[src/hdl/cps_pkg.sv]
// ----------------------------------------------------------------------------
// Cycle profile statistics package
// Shared widths, types, register codes and state encoding for the profiler.
// ----------------------------------------------------------------------------
package cps_pkg;

  // Field and register widths.
  localparam int COUNT_W       = 32;  // counter readings and elapsed counts
  localparam int TOTAL_W       = 64;  // running total and sample count
  localparam int OVH_W         = 16;
  localparam int FREQ_W        = 20;
  localparam int HZ_W          = 32;
  localparam int LOAD_W        = 10;
  localparam int CFG_DATA_W    = 32;
  localparam int CFG_IDX_W     = 2;

  // Load arithmetic: cycles * (run_freq_hz * 100) / cpu_hz.
  localparam int PCT_SCALE     = 100;
  localparam int FSCALED_W     = FREQ_W + 7;            // run_freq_hz * 100
  localparam int PROD_W        = COUNT_W + FSCALED_W;   // full product width
  localparam int DIV_W         = TOTAL_W;               // shared divider width

  localparam int COUNTER_WIDTH_DEF = 32;

  typedef logic [COUNT_W-1:0]   count_t;
  typedef logic [TOTAL_W-1:0]   total_t;
  typedef logic [OVH_W-1:0]     ovh_t;
  typedef logic [FREQ_W-1:0]    freq_t;
  typedef logic [HZ_W-1:0]      hz_t;
  typedef logic [LOAD_W-1:0]    load_t;
  typedef logic [FSCALED_W-1:0] fscaled_t;
  typedef logic [PROD_W-1:0]    prod_t;
  typedef logic [DIV_W-1:0]     div_t;

  localparam load_t  LOAD_MAX       = load_t'(1023);
  localparam ovh_t   OVH_RESET      = ovh_t'(0);
  localparam freq_t  FREQ_RESET     = freq_t'(1000);
  localparam hz_t    CPU_HZ_RESET   = hz_t'(800000000);

  // Item kinds.
  localparam logic KIND_SAMPLE = 1'b0;
  localparam logic KIND_CLEAR  = 1'b1;

  // Configuration register indexes.
  typedef enum logic [CFG_IDX_W-1:0] {
    CFG_OVERHEAD = 2'd0,
    CFG_RUN_FREQ = 2'd1,
    CFG_CPU_HZ   = 2'd2
  } cfg_idx_t;

  // Sequencer states.
  typedef enum logic [3:0] {
    ST_IDLE,
    ST_DIFF,
    ST_TRIM,
    ST_ACC,
    ST_L_AVG,
    ST_W_AVG,
    ST_L_NOW,
    ST_W_NOW,
    ST_L_LAVG,
    ST_W_LAVG,
    ST_DONE
  } state_t;

  // Status of a serial arithmetic unit.
  typedef struct packed {
    logic busy;
    logic done;
  } unit_stat_t;

endpackage

[src/hdl/cps_mul_serial.sv]
// ----------------------------------------------------------------------------
// Serial multiplier
// Shift-add multiplier taking one multiplier bit per cycle.
// ----------------------------------------------------------------------------
module cps_mul_serial (
  input  logic                clk,
  input  logic                rst,
  input  logic                start,
  input  cps_pkg::fscaled_t   mcand,
  input  cps_pkg::count_t     mplier,
  output cps_pkg::prod_t      product,
  output cps_pkg::unit_stat_t stat
);

  localparam int MC_W   = cps_pkg::FSCALED_W;
  localparam int MP_W   = cps_pkg::COUNT_W;
  localparam int STEP_W = $clog2(MP_W);

  cps_pkg::prod_t    acc;
  cps_pkg::fscaled_t mcand_r;
  logic [STEP_W-1:0] step;
  logic              busy;
  logic              done;
  logic [MC_W:0]     sum;
  cps_pkg::prod_t    acc_next;

  // The low half starts as the multiplier and drains out to the right while
  // partial sums build up in the high half.
  always_comb begin
    sum      = {1'b0, acc[cps_pkg::PROD_W-1:MP_W]} + (acc[0] ? {1'b0, mcand_r} : '0);
    acc_next = {sum, acc[MP_W-1:1]};
  end

  always_ff @(posedge clk) begin
    if (rst) begin
      busy <= 1'b0;
      done <= 1'b0;
      step <= '0;
    end else begin
      done <= 1'b0;
      if (start) begin
        busy <= 1'b1;
        step <= '0;
      end else if (busy) begin
        step <= step + 1'b1;
        if (step == STEP_W'(MP_W - 1)) begin
          busy <= 1'b0;
          done <= 1'b1;
        end
      end
    end
  end

  always_ff @(posedge clk) begin
    if (start) begin
      acc     <= {{MC_W{1'b0}}, mplier};
      mcand_r <= mcand;
    end else if (busy) begin
      acc <= acc_next;
    end
  end

  assign product   = acc;
  assign stat.busy = busy;
  assign stat.done = done;

endmodule

[src/hdl/cps_div_serial.sv]
// ----------------------------------------------------------------------------
// Serial divider
// Restoring divider producing one quotient bit per cycle.
// ----------------------------------------------------------------------------
module cps_div_serial (
  input  logic                clk,
  input  logic                rst,
  input  logic                start,
  input  cps_pkg::div_t       numer,
  input  cps_pkg::div_t       denom,
  output cps_pkg::div_t       quot,
  output cps_pkg::unit_stat_t stat
);

  localparam int W      = cps_pkg::DIV_W;
  localparam int STEP_W = $clog2(W);

  cps_pkg::div_t     rem;
  cps_pkg::div_t     shreg;
  cps_pkg::div_t     dvs;
  logic [STEP_W-1:0] step;
  logic              busy;
  logic              done;
  logic [W:0]        trial;
  logic [W:0]        diff;
  logic              fits;

  // The numerator shifts out at the top while quotient bits shift in at the
  // bottom, so the same register ends up holding the quotient. A zero
  // divisor yields an all-ones quotient.
  always_comb begin
    trial = {rem, shreg[W-1]};
    diff  = trial - {1'b0, dvs};
    fits  = (trial >= {1'b0, dvs});
  end

  always_ff @(posedge clk) begin
    if (rst) begin
      busy <= 1'b0;
      done <= 1'b0;
      step <= '0;
    end else begin
      done <= 1'b0;
      if (start) begin
        busy <= 1'b1;
        step <= '0;
      end else if (busy) begin
        step <= step + 1'b1;
        if (step == STEP_W'(W - 1)) begin
          busy <= 1'b0;
          done <= 1'b1;
        end
      end
    end
  end

  always_ff @(posedge clk) begin
    if (start) begin
      rem   <= '0;
      shreg <= numer;
      dvs   <= denom;
    end else if (busy) begin
      rem   <= fits ? diff[W-1:0] : trial[W-1:0];
      shreg <= {shreg[W-2:0], fits};
    end
  end

  assign quot      = shreg;
  assign stat.busy = busy;
  assign stat.done = done;

endmodule

[src/hdl/cycle_profile_statistics.sv]
// ----------------------------------------------------------------------------
// Cycle profile statistics
// Running maximum, average and CPU load of a profiled loop from counter pairs.
// ----------------------------------------------------------------------------
//
//   Channel  Direction  Handshake            Payload
//   -------  ---------  -------------------  -----------------------------------
//   in       sink       in_valid / in_stall   kind, start_count, end_count
//   out      source     out_valid / out_stall elapsed_cycles, max_cycles,
//                                             avg_cycles, load_now_pct,
//                                             load_avg_pct, sample_count
//   cfg      sink       cfg_write             cfg_index, cfg_data
//
// A sample transaction passes the difference, trim and accumulation states
// and three passes of the shared 64-bit serial divider (average, current
// load, average load), which set its time, then is loaded into the output
// register, and no new input is taken before that load. The 32-step serial
// multiplier overlaps with the divider. A clear transaction goes straight
// from idle to the done state, where it is loaded. Reset is synchronous and
// restores the register defaults and zero statistics. The result sits in an
// output register, so a new input transaction is taken while the previous
// result is still stalled; only the final hand-over waits for the register.
//
module cycle_profile_statistics #(
  parameter int COUNTER_WIDTH = cps_pkg::COUNTER_WIDTH_DEF
) (
  input  logic                              clk,
  input  logic                              rst,

  input  logic                              in_valid,
  output logic                              in_stall,
  input  logic                              kind,
  input  logic [cps_pkg::COUNT_W-1:0]       start_count,
  input  logic [cps_pkg::COUNT_W-1:0]       end_count,

  output logic                              out_valid,
  input  logic                              out_stall,
  output logic [cps_pkg::COUNT_W-1:0]       elapsed_cycles,
  output logic [cps_pkg::COUNT_W-1:0]       max_cycles,
  output logic [cps_pkg::COUNT_W-1:0]       avg_cycles,
  output logic [cps_pkg::LOAD_W-1:0]        load_now_pct,
  output logic [cps_pkg::LOAD_W-1:0]        load_avg_pct,
  output logic [cps_pkg::TOTAL_W-1:0]       sample_count,

  input  logic                              cfg_write,
  input  logic [cps_pkg::CFG_IDX_W-1:0]     cfg_index,
  input  logic [cps_pkg::CFG_DATA_W-1:0]    cfg_data
);

  // Counter readings are masked to the width of the counter that produced
  // them; counters wider than the input fields see no masking.
  localparam int CNT_W = (COUNTER_WIDTH < cps_pkg::COUNT_W) ? COUNTER_WIDTH
                                                            : cps_pkg::COUNT_W;
  localparam cps_pkg::count_t COUNT_MASK =
    cps_pkg::count_t'((65'h1 << CNT_W) - 65'h1);

  // Configuration registers.
  cps_pkg::ovh_t  overhead;
  cps_pkg::freq_t run_freq;
  cps_pkg::hz_t   cpu_hz;

  // Statistics kept across samples.
  cps_pkg::count_t peak_cycles;
  cps_pkg::total_t cycle_total;
  cps_pkg::total_t samples_seen;

  // Per-transaction working registers.
  cps_pkg::count_t start_r;
  cps_pkg::count_t end_r;
  cps_pkg::count_t diff_r;
  cps_pkg::count_t elapsed_r;
  cps_pkg::count_t avg_r;
  cps_pkg::load_t  load_now_r;
  cps_pkg::load_t  load_avg_r;

  cps_pkg::state_t state;
  cps_pkg::state_t state_next;

  // Sequencer controls.
  logic take;
  logic clear_all;
  logic launch_avg;
  logic launch_now;
  logic launch_lavg;
  logic cap_avg;
  logic cap_now;
  logic cap_lavg;
  logic out_load;
  logic units_free;

  // Arithmetic units and their operands.
  cps_pkg::fscaled_t   freq_scaled;
  cps_pkg::count_t     mul_mplier;
  cps_pkg::prod_t      mul_product;
  cps_pkg::unit_stat_t mul_stat;
  logic                mul_start;
  cps_pkg::div_t       div_numer;
  cps_pkg::div_t       div_denom;
  cps_pkg::div_t       div_quot;
  cps_pkg::unit_stat_t div_stat;
  logic                div_start;
  cps_pkg::count_t     avg_sat;
  cps_pkg::load_t      load_sat;

  // ---------------------------------------------------------------------------
  // Configuration port. The user must make writes land only while the block
  // is idle; the block does not enforce it and uses the registers directly.
  // ---------------------------------------------------------------------------
  always_ff @(posedge clk) begin
    if (rst) begin
      overhead <= cps_pkg::OVH_RESET;
      run_freq <= cps_pkg::FREQ_RESET;
      cpu_hz   <= cps_pkg::CPU_HZ_RESET;
    end else if (cfg_write) begin
      unique case (cfg_index)
        cps_pkg::CFG_OVERHEAD: overhead <= cfg_data[cps_pkg::OVH_W-1:0];
        cps_pkg::CFG_RUN_FREQ: run_freq <= cfg_data[cps_pkg::FREQ_W-1:0];
        cps_pkg::CFG_CPU_HZ:   cpu_hz   <= cfg_data[cps_pkg::HZ_W-1:0];
        default: ;
      endcase
    end
  end

  // ---------------------------------------------------------------------------
  // Sequencer. A sample walks through difference, overhead trim and
  // accumulation, then three divider passes: total / count, current cycles
  // times scaled frequency over cpu_hz, and the same for the average. The
  // multiplier for each load runs alongside the preceding division.
  // ---------------------------------------------------------------------------
  always_ff @(posedge clk) begin
    if (rst) begin
      state <= cps_pkg::ST_IDLE;
    end else begin
      state <= state_next;
    end
  end

  assign units_free = !div_stat.busy && !mul_stat.busy;

  always_comb begin
    state_next = state;
    unique case (state)
      cps_pkg::ST_IDLE: begin
        if (in_valid) begin
          state_next = (kind == cps_pkg::KIND_CLEAR) ? cps_pkg::ST_DONE
                                                     : cps_pkg::ST_DIFF;
        end
      end
      cps_pkg::ST_DIFF:   state_next = cps_pkg::ST_TRIM;
      cps_pkg::ST_TRIM:   state_next = cps_pkg::ST_ACC;
      cps_pkg::ST_ACC:    state_next = cps_pkg::ST_L_AVG;
      cps_pkg::ST_L_AVG: begin
        if (units_free) state_next = cps_pkg::ST_W_AVG;
      end
      cps_pkg::ST_W_AVG: begin
        if (div_stat.done) state_next = cps_pkg::ST_L_NOW;
      end
      cps_pkg::ST_L_NOW: begin
        if (units_free) state_next = cps_pkg::ST_W_NOW;
      end
      cps_pkg::ST_W_NOW: begin
        if (div_stat.done) state_next = cps_pkg::ST_L_LAVG;
      end
      cps_pkg::ST_L_LAVG: begin
        if (units_free) state_next = cps_pkg::ST_W_LAVG;
      end
      cps_pkg::ST_W_LAVG: begin
        if (div_stat.done) state_next = cps_pkg::ST_DONE;
      end
      cps_pkg::ST_DONE: begin
        if (!out_valid || !out_stall) state_next = cps_pkg::ST_IDLE;
      end
      default: state_next = cps_pkg::ST_IDLE;
    endcase
  end

  always_comb begin
    in_stall    = (state != cps_pkg::ST_IDLE);
    take        = (state == cps_pkg::ST_IDLE) && in_valid;
    clear_all   = take && (kind == cps_pkg::KIND_CLEAR);
    launch_avg  = (state == cps_pkg::ST_L_AVG)  && units_free;
    launch_now  = (state == cps_pkg::ST_L_NOW)  && units_free;
    launch_lavg = (state == cps_pkg::ST_L_LAVG) && units_free;
    cap_avg     = (state == cps_pkg::ST_W_AVG)  && div_stat.done;
    cap_now     = (state == cps_pkg::ST_W_NOW)  && div_stat.done;
    cap_lavg    = (state == cps_pkg::ST_W_LAVG) && div_stat.done;
    out_load    = (state == cps_pkg::ST_DONE)   && (!out_valid || !out_stall);
  end

  // ---------------------------------------------------------------------------
  // Arithmetic units. The multiplicand is run_freq_hz * 100. The first
  // multiplication (elapsed cycles) starts with the average division; the
  // second (average cycles) starts with the current-load division, which
  // latches the earlier product on the same edge.
  // ---------------------------------------------------------------------------
  assign freq_scaled = cps_pkg::fscaled_t'(run_freq) *
                       cps_pkg::fscaled_t'(cps_pkg::PCT_SCALE);

  assign mul_start  = launch_avg || launch_now;
  assign mul_mplier = launch_avg ? elapsed_r : avg_r;

  assign div_start  = launch_avg || launch_now || launch_lavg;
  assign div_numer  = launch_avg ? cycle_total : cps_pkg::div_t'(mul_product);
  assign div_denom  = launch_avg ? samples_seen : cps_pkg::div_t'(cpu_hz);

  cps_mul_serial u_mul (
    .clk     (clk),
    .rst     (rst),
    .start   (mul_start),
    .mcand   (freq_scaled),
    .mplier  (mul_mplier),
    .product (mul_product),
    .stat    (mul_stat)
  );

  cps_div_serial u_div (
    .clk   (clk),
    .rst   (rst),
    .start (div_start),
    .numer (div_numer),
    .denom (div_denom),
    .quot  (div_quot),
    .stat  (div_stat)
  );

  // Saturation of the divider result. A zero cpu_hz gives an all-ones
  // quotient, which saturates the load to its maximum as required.
  assign avg_sat  = (div_quot[cps_pkg::DIV_W-1:cps_pkg::COUNT_W] != '0)
                    ? '1 : div_quot[cps_pkg::COUNT_W-1:0];
  assign load_sat = (div_quot[cps_pkg::DIV_W-1:cps_pkg::LOAD_W] != '0)
                    ? cps_pkg::LOAD_MAX : div_quot[cps_pkg::LOAD_W-1:0];

  // ---------------------------------------------------------------------------
  // Statistics. A clear transaction zeroes all statistics, including the result
  // fields that feed the output register.
  // ---------------------------------------------------------------------------
  always_ff @(posedge clk) begin
    if (rst) begin
      peak_cycles  <= '0;
      cycle_total  <= '0;
      samples_seen <= '0;
    end else if (clear_all) begin
      peak_cycles  <= '0;
      cycle_total  <= '0;
      samples_seen <= '0;
    end else if (state == cps_pkg::ST_ACC) begin
      if (elapsed_r > peak_cycles) peak_cycles <= elapsed_r;
      cycle_total  <= cycle_total + cps_pkg::total_t'(elapsed_r);
      samples_seen <= samples_seen + cps_pkg::total_t'(1);
    end
  end

  // Working registers. The elapsed count is the absolute difference of the
  // masked readings; the overhead is removed only when it fits.
  always_ff @(posedge clk) begin
    if (take) begin
      start_r <= start_count & COUNT_MASK;
      end_r   <= end_count & COUNT_MASK;
    end
    if (state == cps_pkg::ST_DIFF) begin
      diff_r <= (end_r >= start_r) ? (end_r - start_r) : (start_r - end_r);
    end
    if (clear_all) begin
      elapsed_r  <= '0;
      avg_r      <= '0;
      load_now_r <= '0;
      load_avg_r <= '0;
    end else begin
      if (state == cps_pkg::ST_TRIM) begin
        elapsed_r <= (diff_r >= cps_pkg::count_t'(overhead))
                     ? (diff_r - cps_pkg::count_t'(overhead)) : diff_r;
      end
      // A sample count that has wrapped to zero reports a zero average.
      if (cap_avg) avg_r <= (samples_seen == '0) ? '0 : avg_sat;
      if (cap_now) load_now_r <= load_sat;
      if (cap_lavg) load_avg_r <= load_sat;
    end
  end

  // ---------------------------------------------------------------------------
  // Output register. It is reloaded only when empty or being taken, so a
  // stalled result never changes.
  // ---------------------------------------------------------------------------
  always_ff @(posedge clk) begin
    if (rst) begin
      out_valid <= 1'b0;
    end else if (out_load) begin
      out_valid <= 1'b1;
    end else if (!out_stall) begin
      out_valid <= 1'b0;
    end
  end

  always_ff @(posedge clk) begin
    if (out_load) begin
      elapsed_cycles <= elapsed_r;
      max_cycles     <= peak_cycles;
      avg_cycles     <= avg_r;
      load_now_pct   <= load_now_r;
      load_avg_pct   <= load_avg_r;
      sample_count   <= samples_seen;
    end
  end

endmodule
[config.mk]
export PLATFORM = sky130hd
export DESIGN_NAME = cycle_profile_statistics
export DESIGN_NICKNAME = d
export VERILOG_FILES = /design/src/hdl/cps_pkg.sv /design/src/hdl/cps_mul_serial.sv /design/src/hdl/cps_div_serial.sv /design/src/hdl/cycle_profile_statistics.sv
export SDC_FILE = /design/constraint.sdc
export NUM_CORES = 2
export LEC_CHECK = 0
export ABC_CLOCK_PERIOD_IN_PS = 21800
export BUFFER_PORTS_ARGS = -buffer_cell sky130_fd_sc_hd__buf_2
export CORE_AREA = 2 2 327 329
export DETAILED_ROUTE_END_ITERATION = 12
export DIE_AREA = 0 0 329 331
export PLACE_DENSITY = 0.65
export SYNTH_ARGS = -nofsm -noshare
export SYNTH_HDL_FRONTEND = slang
export SYNTH_SLANG_ARGS = --single-unit
[constraint.sdc]
create_clock -name clk -period 21.8 [get_ports clk]
set_input_delay 2.18 -clock clk [delete_from_list [all_inputs] [get_ports clk]]
set_output_delay 2.18 -clock clk [all_outputs]
set_load 0.02 [all_outputs]
==> metrics.md <==
| Metric | Value |
|---|---|
| Max IR drop VDD | `82.32 uV` |
| Placed Area | `49630 sq um` |
| Post-Layout Cell Count | `6528` |
| Nets | `5482` |
| Clock Pin Slew Worst Setup and Hold Paths | `0.06 ns` |
| Overall routing resource usage | `22.15%` |
| CP Capture Type | `register` |
| Post-route total power | `6.825 mW` |
| Period utilization | `23.11%` |
| DR pass1 iterations | `5` |
| Die Width | `329 um` |
| Synth top cells by count | `511 x nand2_1, 461 x edfxtp_1, 422 x dfxtp_1, 392 x nor2_1, 362 x a21oi_1` |
| Sink Count | `883` |
| Worst skew pair latency | `0.68 ns` |
| Mapped Nets | `5292` |
| Slew margin rel. | `14.32%` |
| Clk_skew | `0.02933 ns` |
| Root buf cell | `clkbuf_16` |
| CP required | `22.33 ns` |
| CP Data Arrival Time | `5.57 ns` |
| Seq/Total Area, Yosys | `47.47%` |
| PwrDens | `129.1 nW/um^2` |
| Vias in the first global route | `34450` |
| Post-Synthesis Cells | `4865` |
| Post-synth ARST share | `0%` |
| Final-report setup violation count | `0` |
| Crit Path Class | `primary input to register` |
| Setup Buffers After CTS | `0` |
| CTS tree | `yes` |
| Worst Max-Slew Pin Slew | `1.253 ns` |
| Max-slew violation count | `0` |
| Final HPWL DP | `88.35 mm` |
| Buffers on Ports | `285` |
| Ys Warns | `0` |
| Design area | `52880 sq um` |
| Die Y | `331 um` |
| Crit Path Max Fanout | `85` |
| Area grow syn2layout | `12.61%` |
| Fillers | `9661` |
| Post-CTS Hold Fix Bufs | `0` |
| Average size of a mapped cell | `9.652 sq um` |
| Most common cell in the netlist | `nand2_1` |
| Placeable core region | `105000 sq um` |
| Total negative slack | `0 ns` |
| Synthesized flop and latch total | `883` |
| Post-Synthesis Cell Area | `46960 sq um` |
| H-tree levels | `3` |
| Cells after DPL | `6350` |
| Number of synthesized flops with an enable pin | `461` |
| Share of the synthesized area in the top cell type | `29.48%` |
| Starting Density | `44.73%` |
| Total grt overflow | `0` |
| Num rows | `119` |
| Global-route wire length before repair | `191.7 mm` |
| Cell taking the most area after synthesis | `edfxtp_1` |
| Netlist cell types | `85` |
| Static Leak | `21.09 nW` |
| Fin. Hold Viols | `0` |
| Hold WC Path Type | `register to register` |
| CTS Buf Count | `94` |
| Synth Flop Type | `edfxtp_1` |
| Vias | `35800` |
| Routability Congestion | `0.9174` |
| Post-Route WL | `121.9 mm` |
| Unrepaired setup endpoints after global routing | `no` |
| ANT nets after route | `0` |
| Max Buffers Root-to-Sink | `3` |
| Antenna violations before repair | `4` |
| Post-CTS Resized | `0` |
| Top cells by area, synth | `edfxtp_1 29%, dfxtp_1 18%, ha_1 8.0%` |
| Final Critical Period | `5.037 ns` |
| Util after Layout | `50.37%` |
| Outcome | `complete, no violations` |
| Die area | `108900 sq um` |
| Crit start category | `primary input` |
| Via density | `5.484` |
| Wire length per cell | `18.68 um` |
| Number of I/O pins | `286` |
| Max Fclk | `198.5 MHz` |
| Largest net degree at the start of global routing | `89` |
| Drt drc | `0` |
| Violation count after the first detailed-route iteration | `2539` |
| # diodes | `0` |
| Max-Cap Viols | `0` |
| Share of layout cells above drive strength 1 | `11.49%` |
## path summary, 6_finish.rpt
path                                   start                            end  slack (ns)  depth (start not counted)
hold reg to reg   load_now_r[0]$_SDFFE_PP0P_      load_now_pct[0]$_DFFE_PP_        0.43                          0
hold / removal    load_now_r[0]$_SDFFE_PP0P_      load_now_pct[0]$_DFFE_PP_        0.43                          0
setup reg to reg       state[2]$_SDFFE_PP0P_  samples_seen[14]$_SDFFE_PP0P_       17.28                          7
setup / recovery                    in_valid  samples_seen[14]$_SDFFE_PP0P_       16.76                          7
## area by class of cell
| class | instances | area (sq um) | area share [%] |
|---|---|---|---|
| Clock inverter | 42 | 447.9 | 0.8471 |
| Tap cell | 1391 | 1740 | 3.291 |
| Timing Repair Buffer | 338 | 1824 | 3.450 |
| Sequential cell | 883 | 22290 | 42.16 |
| Inverter | 308 | 1156 | 2.186 |
| Multi-Input combinational cell | 3430 | 22620 | 42.77 |
| Clock buffer | 136 | 2800 | 5.296 |
## critical path, stage by stage
cell      delay [ns]
buf_2           0.09
and3_2          0.15
buf_4           0.61
nand2_1         0.57
nand2b_4        0.97
buf_4           0.76
nor2_1          0.13
## report_power, final
part           internal (mW)  switching [mW]  leakage [nW]
Sequential              2.23           0.269          7.70
Clock                  0.972           0.692          1.58
Combinational          0.991            1.67          11.8
## state kept, by name (all words and copies together), names as in the netlist, 20 cells and up
register and count:
cycle_total 64, sample_count 64, samples_seen 64, u_div.dvs 64, u_div.quot 64, u_div.rem 64
u_mul.product 59, avg_cycles 32, avg_r 32, cpu_hz 32, diff_r 32, elapsed_cycles 32
elapsed_r 32, end_r 32, max_cycles 32, peak_cycles 32, start_r 32, u_mul.mcand_r 25
run_freq 20
## logic make-up (layout without fill, tap and decap cells)
group / count (synthesis) / after routing / share of synthesized area (%)
AND/OR/NAND/NOR: 1524 / 1524 / 15.35
AO/OA/AOI/OAI: 1148 / 1148 / 15.05
flip-flops: 883 / 883 / 47.47
buffers and inverters: 552 / 824 / 4.511
adder cells (fa/ha/maj): 323 / 323 / 8.943
XOR/XNOR: 261 / 261 / 4.868
multiplexers: 174 / 174 / 3.805
## layout by cell type, fill, tap and decap left out, types with 83 or more instances in the layout
master,n
a21oi_1,361
dfxtp_1,420
mux2i_1,138
nor2_1,388
a21o_1,105
nand2_1,510
buf_2,285
nand3_1,121
xnor2_1,157
o21ai_0,310
nand4_1,83
clkbuf_16,102
xor2_1,104
edfxtp_1,461
inv_1,305
ha_1,302
## metal layers
layer | wire length (um) | GRT usage, %
met1 | 54440 | 29.26
met2 | 57760 | 37.27
met3 | 5957 | 3.315
met4 | 3760 | 7.286
met5 | 25 | 0
## through the flow
| step | worst slack, ns | hold WS (ns) |
|---|---|---|
| after floorplan | 10.18 | 0.4064 |
| after global placement | 16.08 | 0.4153 |
| after detailed placement | 16.02 | 0.4144 |
| after CTS | 16.74 | 0.4278 |
| after global routing | 16.39 | 0.4389 |
| final | 16.76 | 0.4306 |
Note: power is estimated with default switching activity, not from simulation.
